## config.mk

```make
export PLATFORM = sky130hd
export DESIGN_NAME = wav_pcm_stream_decoder_top
export DESIGN_NICKNAME = d
export VERILOG_FILES = /design/src/sv/wav_pkg.sv /design/src/sv/wav_pcm_stream_decoder_top.sv /design/src/sv/wav_front.sv /design/src/sv/wav_queue.sv
export SDC_FILE = /design/constraint.sdc
export NUM_CORES = 2
export LEC_CHECK = 0
export ABC_AREA = 1
export ABC_CLOCK_PERIOD_IN_PS = 13250
export BUFFER_PORTS_ARGS = -buffer_cell sky130_fd_sc_hd__buf_2
export CORE_MARGIN = 10
export CORE_UTILIZATION = 30
export DETAILED_ROUTE_END_ITERATION = 10
export PLACE_DENSITY_LB_ADDON = 0.3
export SKIP_LAST_GASP = 1
export SYNTH_ARGS = -nofsm -noshare
export SYNTH_HDL_FRONTEND = slang
export SYNTH_SLANG_ARGS = --single-unit
```

## constraint.sdc

```tcl
create_clock -name clk -period 13.25 [get_ports clk]
set_clock_uncertainty 0.2 [all_clocks]
set_input_delay 0.6625 -clock clk [delete_from_list [all_inputs] [get_ports clk]]
set_output_delay 0.6625 -clock clk [all_outputs]
set_load 0.05 [all_outputs]
```

## src/sv/wav_pkg.sv

```systemverilog
// Shared types and constants for the WAV PCM stream decoder.
package wav_pkg;

  localparam logic [31:0] TAG_RIFF = 32'h4646_4952;
  localparam logic [31:0] TAG_WAVE = 32'h4556_4157;
  localparam logic [31:0] TAG_FMT  = 32'h2074_6D66;
  localparam logic [31:0] TAG_DATA = 32'h6174_6164;
  localparam logic [4:0]  FMT_BODY = 5'd20;
  localparam logic [31:0] ALL_ONES = 32'hFFFF_FFFF;
  localparam int          QUEUE_DEPTH = 4;

  localparam logic [1:0] KIND_SAMPLE = 2'd0;
  localparam logic [1:0] KIND_REPORT = 2'd1;
  localparam logic [1:0] KIND_ERROR  = 2'd2;

  localparam logic [2:0] ERR_NO_RIFF  = 3'd0;
  localparam logic [2:0] ERR_NO_WAVE  = 3'd1;
  localparam logic [2:0] ERR_NO_FMT   = 3'd2;
  localparam logic [2:0] ERR_NOT_PCM  = 3'd3;
  localparam logic [2:0] ERR_NO_DATA  = 3'd4;
  localparam logic [2:0] ERR_BAD_FMT  = 3'd5;

  typedef enum logic [3:0] {
    PH_RIFF, PH_RSIZE, PH_WAVE, PH_FID, PH_FSIZE, PH_FSKIP, PH_FMT,
    PH_DID, PH_DSIZE, PH_DSKIP, PH_DLEN, PH_SAMP, PH_IDLE
  } phase_t;

  typedef struct packed {
    logic [1:0]  kind;
    logic [31:0] sample_value;
    logic [15:0] channel;
    logic        last_sample;
    logic [31:0] rate_report;
    logic [15:0] width_report;
    logic [15:0] channels_report;
    logic [2:0]  error_code;
  } result_t;

endpackage

```

## src/sv/wav_pcm_stream_decoder_top.sv

```systemverilog
// Top level of the WAV PCM stream decoder.
// A result enters the queue at the edge that takes its byte and, once it is the
// oldest entry in the queue, sits on the result ports and can be popped.
// Throughput: one byte per cycle while the result queue has room.
// Reset: rst clears parser state and empties the queue; file_start restarts
// the parse at the byte that carries it.
module wav_pcm_stream_decoder_top import wav_pkg::*; #(
  parameter int DEPTH = QUEUE_DEPTH
) (
  input  logic        clk,
  input  logic        rst,
  input  logic        push,
  output logic        full,
  input  logic [7:0]  data_byte,
  input  logic        file_start,
  output logic        empty,
  input  logic        pop,
  output logic [1:0]  kind,
  output logic [31:0] sample_value,
  output logic [15:0] channel,
  output logic        last_sample,
  output logic [31:0] rate_report,
  output logic [15:0] width_report,
  output logic [15:0] channels_report,
  output logic [2:0]  error_code
);

  logic    take, res_valid;
  result_t res, head;

  assign take = push && !full;

  wav_front u_front (
    .clk, .rst, .take, .data_byte, .file_start, .res_valid, .res
  );

  wav_queue #(.DEPTH(DEPTH)) u_queue (
    .clk, .rst, .wr(take && res_valid), .wdata(res), .rd(pop),
    .rdata(head), .full, .empty
  );

  // unpack the head word
  assign kind            = head.kind;
  assign sample_value    = head.sample_value;
  assign channel         = head.channel;
  assign last_sample     = head.last_sample;
  assign rate_report     = head.rate_report;
  assign width_report    = head.width_report;
  assign channels_report = head.channels_report;
  assign error_code      = head.error_code;

endmodule

```

## src/sv/wav_front.sv

```systemverilog
// Byte parser: walks the RIFF/WAVE structure and builds result words.
module wav_front import wav_pkg::*; (
  input  logic        clk,
  input  logic        rst,
  input  logic        take,
  input  logic [7:0]  data_byte,
  input  logic        file_start,
  output logic        res_valid,
  output result_t     res
);

  phase_t      parse_phase, parse_phase_next;
  logic [1:0]  field_bytes_seen, field_bytes_seen_next;
  logic [31:0] field_accum, field_accum_next;
  logic [31:0] stream_position, stream_position_next;
  logic [31:0] riff_end, riff_end_next;
  logic [31:0] skip_remaining, skip_remaining_next;
  logic [15:0] chan_count, chan_count_next;
  logic [31:0] rate_value, rate_value_next;
  logic [15:0] align_bytes, align_bytes_next;
  logic [15:0] width_bits, width_bits_next;
  logic [31:0] data_remaining, data_remaining_next;
  logic [31:0] sample_accum, sample_accum_next;
  logic [2:0]  byte_in_sample, byte_in_sample_next;
  logic [15:0] chan_index, chan_index_next;
  logic [15:0] byte_in_block, byte_in_block_next;

  // working values after an optional restart
  phase_t      c_ph;
  logic [1:0]  c_fbs, fbs_inc;
  logic [31:0] c_fa, fa_sh, c_pos, pos_n, c_rend, c_skip, c_rate, c_dr, c_sacc;
  logic [15:0] c_cc, c_al, c_wb, c_ci, c_bib;
  logic [2:0]  c_bis, bis_inc;
  logic        len4, fdone, can_search;
  logic [4:0]  off;
  logic [32:0] rend_sum;
  logic [2:0]  bps;
  logic [31:0] sacc_sh, offs, ext;
  logic [32:0] ones_sh;
  logic [16:0] ci_inc, bib_inc;
  logic [33:0] after;
  logic [18:0] need;

  always_comb begin
    c_ph   = file_start ? PH_RIFF : parse_phase;
    c_fbs  = file_start ? 2'd0  : field_bytes_seen;
    c_fa   = file_start ? 32'd0 : field_accum;
    c_pos  = file_start ? 32'd0 : stream_position;
    c_rend = file_start ? 32'd0 : riff_end;
    c_skip = file_start ? 32'd0 : skip_remaining;
    c_cc   = file_start ? 16'd0 : chan_count;
    c_rate = file_start ? 32'd0 : rate_value;
    c_al   = file_start ? 16'd0 : align_bytes;
    c_wb   = file_start ? 16'd0 : width_bits;
    c_dr   = file_start ? 32'd0 : data_remaining;
    c_sacc = file_start ? 32'd0 : sample_accum;
    c_bis  = file_start ? 3'd0  : byte_in_sample;
    c_ci   = file_start ? 16'd0 : chan_index;
    c_bib  = file_start ? 16'd0 : byte_in_block;

    pos_n = (c_pos == ALL_ONES) ? c_pos : c_pos + 32'd1;
    can_search = ({1'b0, pos_n} + 33'd4) < {1'b0, c_rend};
    fa_sh = c_fa | ({24'd0, data_byte} << {c_fbs, 3'b000});
    fbs_inc = c_fbs + 2'd1;
    off = FMT_BODY - c_skip[4:0];
    len4 = (c_ph != PH_FMT) || (off < 5'd4) || (off >= 5'd8 && off < 5'd16);
    fdone = len4 ? (fbs_inc == 2'd0) : (fbs_inc == 2'd2);
    rend_sum = {1'b0, fa_sh} + {1'b0, pos_n};
    bps = c_wb[5:3];
    bis_inc = c_bis + 3'd1;
    sacc_sh = c_sacc | ({24'd0, data_byte} << {c_bis[1:0], 3'b000});
    offs = (c_wb == 16'd8) ? 32'd0 : (32'd1 << (c_wb[4:0] - 5'd1));
    ones_sh = {1'b0, ALL_ONES} << c_wb[5:0];
    ext = (bps > 3'd1 && sacc_sh >= offs) ? (sacc_sh | ones_sh[31:0]) : sacc_sh;
    ci_inc = {1'b0, c_ci} + 17'd1;
    bib_inc = {1'b0, c_bib} + 17'd1;
    after = {2'b00, c_dr} + {18'd0, c_bib} - {18'd0, c_al};
    need = {3'd0, c_cc} * {16'd0, fa_sh[5:3]};

    parse_phase_next      = c_ph;
    field_bytes_seen_next = c_fbs;
    field_accum_next      = c_fa;
    stream_position_next  = pos_n;
    riff_end_next         = c_rend;
    skip_remaining_next   = c_skip;
    chan_count_next       = c_cc;
    rate_value_next       = c_rate;
    align_bytes_next      = c_al;
    width_bits_next       = c_wb;
    data_remaining_next   = c_dr;
    sample_accum_next     = c_sacc;
    byte_in_sample_next   = c_bis;
    chan_index_next       = c_ci;
    byte_in_block_next    = c_bib;
    res_valid = 1'b0;
    res = '0;

    // shared field assembly for every header phase except the skip phases
    if (c_ph != PH_SAMP && c_ph != PH_IDLE && c_ph != PH_FSKIP && c_ph != PH_DSKIP) begin
      if (fdone) begin
        field_accum_next = 32'd0;
        field_bytes_seen_next = 2'd0;
      end else begin
        field_accum_next = fa_sh;
        field_bytes_seen_next = fbs_inc;
      end
    end

    case (c_ph)
      PH_RIFF: begin
        if (fdone) begin
          if (fa_sh != TAG_RIFF) begin
            res_valid = 1'b1; res.kind = KIND_ERROR; res.error_code = ERR_NO_RIFF;
            parse_phase_next = PH_IDLE;
          end else parse_phase_next = PH_RSIZE;
        end
      end
      PH_RSIZE: begin
        if (fdone) begin
          riff_end_next = rend_sum[32] ? ALL_ONES : rend_sum[31:0];
          parse_phase_next = PH_WAVE;
        end
      end
      PH_WAVE: begin
        if (fdone) begin
          if (fa_sh != TAG_WAVE) begin
            res_valid = 1'b1; res.kind = KIND_ERROR; res.error_code = ERR_NO_WAVE;
            parse_phase_next = PH_IDLE;
          end else if (can_search) parse_phase_next = PH_FID;
          else begin
            res_valid = 1'b1; res.kind = KIND_ERROR; res.error_code = ERR_NO_FMT;
            parse_phase_next = PH_IDLE;
          end
        end
      end
      PH_FID, PH_DID: begin
        if (fdone) begin
          if (c_ph == PH_FID && fa_sh == TAG_FMT) begin
            parse_phase_next = PH_FMT;
            skip_remaining_next = {27'd0, FMT_BODY};
          end else if (c_ph == PH_DID && fa_sh == TAG_DATA) parse_phase_next = PH_DLEN;
          else parse_phase_next = (c_ph == PH_FID) ? PH_FSIZE : PH_DSIZE;
        end
      end
      PH_FSIZE, PH_DSIZE: begin
        if (fdone) begin
          skip_remaining_next = fa_sh;
          if (fa_sh != 32'd0) parse_phase_next = (c_ph == PH_FSIZE) ? PH_FSKIP : PH_DSKIP;
          else if (can_search) parse_phase_next = (c_ph == PH_FSIZE) ? PH_FID : PH_DID;
          else begin
            res_valid = 1'b1; res.kind = KIND_ERROR;
            res.error_code = (c_ph == PH_FSIZE) ? ERR_NO_FMT : ERR_NO_DATA;
            parse_phase_next = PH_IDLE;
          end
        end
      end
      PH_FSKIP, PH_DSKIP: begin
        if (c_skip != 32'd0) skip_remaining_next = c_skip - 32'd1;
        if (c_skip <= 32'd1) begin
          field_accum_next = 32'd0;
          field_bytes_seen_next = 2'd0;
          if (can_search) parse_phase_next = (c_ph == PH_FSKIP) ? PH_FID : PH_DID;
          else begin
            res_valid = 1'b1; res.kind = KIND_ERROR;
            res.error_code = (c_ph == PH_FSKIP) ? ERR_NO_FMT : ERR_NO_DATA;
            parse_phase_next = PH_IDLE;
          end
        end
      end
      PH_FMT: begin
        if (c_skip != 32'd0) skip_remaining_next = c_skip - 32'd1;
        if (fdone) begin
          case (off)
            5'd3, 5'd5: begin
              if (fa_sh != ((off == 5'd3) ? 32'd16 : 32'd1)) begin
                res_valid = 1'b1; res.kind = KIND_ERROR; res.error_code = ERR_NOT_PCM;
                parse_phase_next = PH_IDLE;
              end
            end
            5'd7:  chan_count_next = fa_sh[15:0];
            5'd11: rate_value_next = fa_sh;
            5'd17: align_bytes_next = fa_sh[15:0];
            5'd19: begin
              width_bits_next = fa_sh[15:0];
              if (fa_sh[15:0] < 16'd8 || fa_sh[15:0] > 16'd32 || c_al == 16'd0 ||
                  {3'd0, c_al} < need) begin
                res_valid = 1'b1; res.kind = KIND_ERROR; res.error_code = ERR_BAD_FMT;
                parse_phase_next = PH_IDLE;
              end else if (can_search) parse_phase_next = PH_DID;
              else begin
                res_valid = 1'b1; res.kind = KIND_ERROR; res.error_code = ERR_NO_DATA;
                parse_phase_next = PH_IDLE;
              end
            end
            default: ;
          endcase
        end
      end
      PH_DLEN: begin
        if (fdone) begin
          data_remaining_next = fa_sh;
          sample_accum_next = 32'd0;
          byte_in_sample_next = 3'd0;
          chan_index_next = 16'd0;
          byte_in_block_next = 16'd0;
          parse_phase_next = (c_al == 16'd0 || fa_sh < {16'd0, c_al}) ? PH_IDLE : PH_SAMP;
          res_valid = 1'b1;
          res.kind = KIND_REPORT;
          res.rate_report = c_rate;
          res.width_report = c_wb;
          res.channels_report = c_cc;
        end
      end
      PH_SAMP: begin
        // assemble a sample, then convert it to offset binary
        if (c_ci < c_cc && bps >= 3'd1 && bps <= 3'd4) begin
          sample_accum_next = sacc_sh;
          byte_in_sample_next = bis_inc;
          if (bis_inc >= bps) begin
            res_valid = 1'b1;
            res.kind = KIND_SAMPLE;
            res.sample_value = ext + offs;
            res.channel = c_ci;
            res.last_sample = (ci_inc == {1'b0, c_cc}) && !after[33] &&
                              (after < {18'd0, c_al});
            chan_index_next = ci_inc[15:0];
            byte_in_sample_next = 3'd0;
            sample_accum_next = 32'd0;
          end
        end
        byte_in_block_next = bib_inc[15:0];
        if (c_dr != 32'd0) data_remaining_next = c_dr - 32'd1;
        // close the block and drop its padding
        if (bib_inc >= {1'b0, c_al}) begin
          byte_in_block_next = 16'd0;
          chan_index_next = 16'd0;
          byte_in_sample_next = 3'd0;
          sample_accum_next = 32'd0;
          if (data_remaining_next < {16'd0, c_al} || c_al == 16'd0)
            parse_phase_next = PH_IDLE;
        end
      end
      default: ;
    endcase
  end

  // advance the parse on each accepted byte
  always_ff @(posedge clk) begin
    if (rst) begin
      parse_phase <= PH_RIFF;
      field_bytes_seen <= '0;
      field_accum <= '0;
      stream_position <= '0;
      riff_end <= '0;
      skip_remaining <= '0;
      chan_count <= '0;
      rate_value <= '0;
      align_bytes <= '0;
      width_bits <= '0;
      data_remaining <= '0;
      sample_accum <= '0;
      byte_in_sample <= '0;
      chan_index <= '0;
      byte_in_block <= '0;
    end else if (take) begin
      parse_phase <= parse_phase_next;
      field_bytes_seen <= field_bytes_seen_next;
      field_accum <= field_accum_next;
      stream_position <= stream_position_next;
      riff_end <= riff_end_next;
      skip_remaining <= skip_remaining_next;
      chan_count <= chan_count_next;
      rate_value <= rate_value_next;
      align_bytes <= align_bytes_next;
      width_bits <= width_bits_next;
      data_remaining <= data_remaining_next;
      sample_accum <= sample_accum_next;
      byte_in_sample <= byte_in_sample_next;
      chan_index <= chan_index_next;
      byte_in_block <= byte_in_block_next;
    end
  end

endmodule

```

## src/sv/wav_queue.sv

```systemverilog
// Result queue between the parser and the output side.
module wav_queue import wav_pkg::*; #(
  parameter int DEPTH = QUEUE_DEPTH
) (
  input  logic    clk,
  input  logic    rst,
  input  logic    wr,
  input  result_t wdata,
  input  logic    rd,
  output result_t rdata,
  output logic    full,
  output logic    empty
);

  localparam int AW = (DEPTH > 1) ? $clog2(DEPTH) : 1;

  result_t           mem [DEPTH];
  logic [AW-1:0]     wptr, rptr;
  logic [AW:0]       count;

  assign full  = (count == (AW+1)'(DEPTH));
  assign empty = (count == '0);
  assign rdata = mem[rptr];

  // store incoming words
  always_ff @(posedge clk) begin
    if (wr && !full) mem[wptr] <= wdata;
  end

  // advance pointers and the fill count
  always_ff @(posedge clk) begin
    if (rst) begin
      wptr <= '0;
      rptr <= '0;
      count <= '0;
    end else begin
      if (wr && !full) wptr <= (wptr == AW'(DEPTH - 1)) ? '0 : wptr + 1'b1;
      if (rd && !empty) rptr <= (rptr == AW'(DEPTH - 1)) ? '0 : rptr + 1'b1;
      count <= count + (AW+1)'(wr && !full) - (AW+1)'(rd && !empty);
    end
  end

endmodule
```

; ---- Word level (Yosys, flattened, before mapping)
; Memory sizes are Yosys's and may differ from the RTL's. A register that Yosys moved wholly into a read port is not among the register bits.
; Index checks and enable logic that the tools add are counted.
[totals]
register_bits = 320
latch_bits = 0
ramBits = 472
mem_bits_ro = 0
n_memories = 1
[mem_list]
columns = memory, depth, word_bits, rd, rd_clocked_by_memory_dff, write_ports, line
row1 = u_queue.mem, 4, 118, 1, 1, 1, wav_queue.sv:17  ; result_t mem [DEPTH];
[op_classes]
add_sub_neg = 18
mul = 1
div = 0
n_lt_le_gt_ge = 18
n_eq_ne = 34
n_shift = 4
muxes = 155
n_bitwise = 3
reduce_logical = 37
[op_table]
columns = cell, count
row1 = 32-bit two-way mux, 31
row2 = 16-bit two-way mux, 20
row3 = 64-bit two-way mux, 2
row4 = 32-bit one-hot mux with 2 select lines, 2
row5 = 49-bit two-way mux, 2
row6 = 4-bit two-way mux, 24
row7 = 32-bit bitwise OR, 3
row8 = 32-bit one-hot mux with 3 select lines, 1
row9 = 32-bit nonzero test, 3
row10 = 32-bit by 16-bit < comparator with 1-bit output, 2
row11 = 32-bit by 31-bit != test with 1-bit output (second input constant), 2
row12 = 16-bit one-hot mux with 2 select lines, 2
row13 = 8-bit by 5-bit << shifter with 32-bit output, 2
row14 = 32-bit by 1-bit subtractor with 32-bit output (second input constant), 2
row15 = 3-bit two-way mux, 20
row16 = 51-bit two-way mux, 1
row17 = 2-bit two-way mux, 22
row18 = 4-bit one-hot mux with 9 select lines, 1
row19 = 16-bit by 1-bit adder with 17-bit output (second input constant), 2
row20 = 34-bit by 16-bit < comparator with 1-bit output, 1
row21 = 34-bit by 16-bit subtractor with 34-bit output, 1
row22 = 32-bit by 16-bit adder with 33-bit output, 1
row23 = 32-bit by 3-bit adder with 33-bit output (second input constant), 1
row24 = 32-bit by 32-bit adder with 33-bit output, 1
row25 = 62 further kinds, 121

; ---- Logic depth before layout (Yosys ltp)
[logic_depth]
word_depth = 15
depth_mapped = 48

; ---- Hierarchy
; A second synthesis with hierarchy kept.
[unflattened]
cells_unflattened = 6888
area_unflattened_um2 = 52446.6
[modules_own_cells]
columns = module, n_inst, cells_each, area_each_um2
row1 = wav_front, 1, 5675, 34568.2
row2 = wav_queue, 1, 1208, 17854.6
row3 = wav_pcm_stream_decoder_top, 1, 5, 23.8

; ---- Worst setup path after synthesis
; OpenSTA, ideal clock, no wires.
[synth_path]
path_type = input-to-reg
from = input port file_start
to = memory u_queue.mem[0][0] (netlist name), enable pin
setup_ns = 0.597
t_arrival_ns = 10.784
required_ns = 12.453
slack_ns = 1.670
path_stages = 40
n_path_buf = 6
path_cell_list = buf_6 > buf_6 > buf_4 > buf_2 > o21ai_0 > clkbuf_1 > clkbuf_1 > nand2_1 > fa_1 > inv_1 > ha_1 > inv_1 > fa_1 > o21ai_0 > a21oi_1 > o21ai_0 > nand2_1 > nand2_1 > (+4 left out) > ha_1 > inv_1 > nor3_1 > a211oi_1 > nand2_1 > nand2_1 > nand2_1 > nand3_1 > nor2_1 > nand3_1 > nand2_1 > nand2_1 > nand2_1 > nand2_1 > nand2_1 > nand3_2 > nand2_2 > nor2_1
[synth_between]
elab_chain_len = 15
elab_cells_between_ends = 86
cone_classes = 5 x add/sub / 1 x mul / 12 x order compare / 17 x eq/ne / 1 x shift / 32 x mux / 1 x bitwise / 17 x reduce/logical
[synth_lines]
columns = item, line
row1 = "start, declared", wav_pcm_stream_decoder_top.sv:15  ; input logic file_start,
row2 = "parallel branches: the longest is 10 deep, another holds 16-bit by 3-bit multiplier with 19-bit output", -
row3 = 1-bit one-hot mux with 7 select lines *, wav_front.sv:109  ; case (c_ph)
row4 = 1-bit logical AND *, wav_pcm_stream_decoder_top.sv:38  ; .clk, .rst, .wr(take && res_valid), .wdata(res), .rd(pop),
row5 = 1-bit logical AND *, wav_queue.sv:27  ; if (wr && !full) mem[wptr] <= wdata;
row6 = 1-bit two-way mux *, wav_queue.sv:27
row7 = 1-bit two-way mux (not written as such) *, wav_queue.sv:27
row8 = "end, declared", wav_queue.sv:17
; Mark *: on every way between the ends.

; ---- Worst setup path in the final report
[layout_path]
from = input port file_start
to = memory u_queue.mem[3][111] (netlist name), enable pin
[layout_between]
elab_cells_between_ends = 86
cone_classes = 5 x add/sub / 1 x mul / 12 x order compare / 17 x eq/ne / 1 x shift / 32 x mux / 1 x bitwise / 17 x reduce/logical
[layout_lines]
columns = item, line
row1 = 32-bit two-way mux *, wav_front.sv:48  ; c_pos = file_start ? 32'd0 : stream_position;
row2 = 32-bit by 1-bit adder with 32-bit output / 32-bit equality test (equally long branches), wav_front.sv:61  ; pos_n = (c_pos == ALL_ONES) ? c_pos : c_pos + 32'd1;
row3 = 32-bit two-way mux *, wav_front.sv:61
row4 = net u_front.pos_n[2], wav_front.sv:31  ; logic [31:0] c_fa, fa_sh, c_pos, pos_n, c_rend, c_skip, c_rate, c_dr, c_sacc;
row5 = 32-bit by 3-bit adder with 33-bit output *, wav_front.sv:62  ; can_search = ({1'b0, pos_n} + 33'd4) < {1'b0, c_rend};
row6 = 33-bit by 32-bit < comparator with 1-bit output *, wav_front.sv:62
row7 = 1-bit two-way mux *, -
row8 = 1-bit two-way mux, wav_front.sv:185  ; if (fa_sh[15:0] < 16'd8 || fa_sh[15:0] > 16'd32 || c_al == 16'd0 ||
row9 = 1-bit one-hot mux with 2 select lines, wav_front.sv:173  ; case (off)
row10 = 1-bit two-way mux, wav_front.sv:172  ; if (fdone) begin
row11 = 1-bit one-hot mux with 7 select lines *, wav_front.sv:109
row12 = 1-bit logical AND *, wav_pcm_stream_decoder_top.sv:38
row13 = 1-bit logical AND *, wav_queue.sv:27
row14 = 1-bit two-way mux *, wav_queue.sv:27
row15 = 1-bit two-way mux (not written as such) *, wav_queue.sv:27
; The timed path passes the listed nets; every way through them passes the cells marked *.

==> metrics.txt <==
EDFF count, synth 472; yosys warns 0; relative slew slack 0.0858; sequential cell area fraction in the yosys report 0.396; Clock Root Buffer clkbuf_16; core area roughly 170000 µm²; Crit Reg-Reg Endpoint u_queue.mem[3][111]; first-pass GRT wire length 275 mm; R2R setup slack 5000 ps; Clock Latency Late Sink 750 ps; ys async rst share 0; critical path launch point type primary input; TritonCTS Sinks between 700 and 800; CP max-delay cell nor2_4; WHS Path Cells 4; vias per cell 5.25; worst reg2reg startpoint u_front.stream_position[0]; VDD IR max 0.101 mV; drt initial violations 4724; pin count of the biggest net entering global routing 188; # resized after CTS 0; Final Hold Viols 0; Final Power 0.00907 W; die area 191000 µm²; wirelength, routed between 150 and 200 mm; Seq cells post-synth 794; CTS tree built; Syn Inst Count 6872; Chip Width 437 µm; WS Path Type in -> reg; routed vias 48400; Overflow after GRT 0; Leakage 23.3 nW; main area contributors after synthesis edfxtp_1 (27%), dfxtp_1 (12%), nand2_1 (8.7%); status complete, no violations; fin crit share 0.648; Worst Path Max Fanout 94; GPL Wtd Cong between 0.9 and 1; worst slew pin tran about 1400 ps; Synth Area per Inst around 7.6 µm²; f_max 116 MHz; prevailing post-synth register cell edfxtp_1; Mapped Area 52100 µm²; DRC 0; DP HPWL 125 mm; most frequent cells in the layout nand2_1 (1200), nor2_1 (922), inv_1 (781); Die Ht approximately 440 µm; final setup violation count 0; H-tree depth 3; clock slew at reported path FFs ~60 ps; Starting Density 0.303; Tightest Hold Check Type in -> reg; Final Critical Period approximately 8600 ps; Avg WL per Cell 19.6 µm; DRT Pass-1 Iters 6; top cell type's share of synthesized area 0.272; post-synthesis cell type count 71; initial antenna violation count 4; GR Util All Layers 0.180; vias in the first global route 45100; Max Root-Sink Buffers 3; Worst Path Arrival 8700 ps; postcts setup bufs 0; most common cell after layout, fill and taps aside nand2_1; hold_buf cts 0; IO Count 133; P&R area growth vs syn 11.5%; Num CTS Buffers 89; CP peak stage delay about 730 ps; nets 7151; # Max-Cap Violations 0; Worst Reg-to-Reg Cells 40; port bufs 132; Pins Over Slew Limit 0; share of cells above drive strength 1 0.0667; Synth area leader edfxtp_1; Critical Path RT 13360 ps; RSZ-0062 raised after global routing no; Worst Hold Launch pop; syn_nets just over 7000; antenna viol nets, final 0; pwr dens roughly 160 nW/µm²; # rows 152; CP Capture Type flop; most used cell, CP nand2_1; setup TNS 0 ps
==> metrics by stage <==
step	setup slack (ps)	cell area (µm²)	hold WS, ps	utilization	instances
after floorplan	1670	52100	241	-	6872
after global placement	3980	55000	252	0.319	9045
after detailed placement	3940	55000	256	0.319	9045
after CTS	4690	58100	174	0.338	9209
after global routing	3940	58100	246	0.338	9210
final	4670	58100	233	0.338	9211
==> worst max-delay path by stage <==
stage               depth (start not counted)                  end  slack, ps        from
detailed placement                         40  u_queue.mem[3][116]       3940  file_start
global route                               40  u_queue.mem[3][109]       3940  file_start
floorplan                                  40    u_queue.mem[0][0]       1670  file_start
finish                                     40  u_queue.mem[3][111]       4670  file_start
global placement                           40  u_queue.mem[3][116]       3980  file_start
CTS                                        40  u_queue.mem[3][109]       4690  file_start
==> kinds of logic after synthesis <==
kind of cell    Yosys count  share of synthesized area
flops                   794                      0.396
xor+xnor                198                     0.0333
simple gates           2672                      0.213
compound gates         1751                      0.194
fa+ha+maj               312                     0.0778
buf+inv                1145                     0.0859
==> power breakdown <==
| group | internal, W | switching (W) |
|---|---|---|
| clock network | 0.00159 | 0.00110 |
| logic | 0.000901 | 0.00267 |
| registers | 0.00271 | 0.0000953 |
| total | 0.00520 | 0.00387 |
==> sequential cells by signal, indices dropped and copies added (netlist names), named ones only <==
signal,count
u_front.rate_value,32
u_queue.rptr,2
u_front.byte_in_block,16
u_front.stream_position,32
u_front.sample_accum,32
u_queue.count,3
u_front.chan_count,16
u_front.data_remaining,32
u_queue.wptr,2
u_front.parse_phase,4
u_front.skip_remaining,32
u_front.align_bytes,16
u_front.field_bytes_seen,2
u_front.chan_index,16
u_queue.mem,472
u_front.byte_in_sample,3
u_front.riff_end,32
u_front.field_accum,32
u_front.width_bits,16
==> synth_stat cells, drive strengths merged, types with 100 or more instances <==
cell    number
a21oi      554
clkbuf     252
o22ai      132
nand3      276
edfxtp     472
dfxtp      322
o21ai      675
nor2       949
o211ai     102
xor2       141
inv        796
ha         292
nor3       100
nand2     1214
==> routing by layer <==
layer | up-vias | track usage | share of wire
met4 | 2 | 0.0551 | 0.028
met2 | 1650 | 0.285 | 0.45
met1 | 23100 | 0.251 | 0.45
met3 | 266 | 0.0272 | 0.070
met5 | - | 0 | 0.000078
li1 | 23400 | - | -
==> cell type report <==
type	instances	area, µm²
antenna	2	5.00
clock buffer	111	2430
clock inverter	53	738
fill	18100	114000
inverter	805	3040
multi-input combinational	4933	27100
sequential	794	20600
tap	2310	2890
timing repair buffer	203	1300
==> worst max-delay path: cells and delay by family <==
kind | cells | cell delay [ps]
XOR/XNOR | 1 | 190
AND/OR/NAND/NOR | 31 | 5020
buffers and inverters | 5 | 1800
adder cells (fa/ha/maj) | 2 | 470
AO/OA/AOI/OAI | 1 | 150
Power figures use the tool's default switching activity.
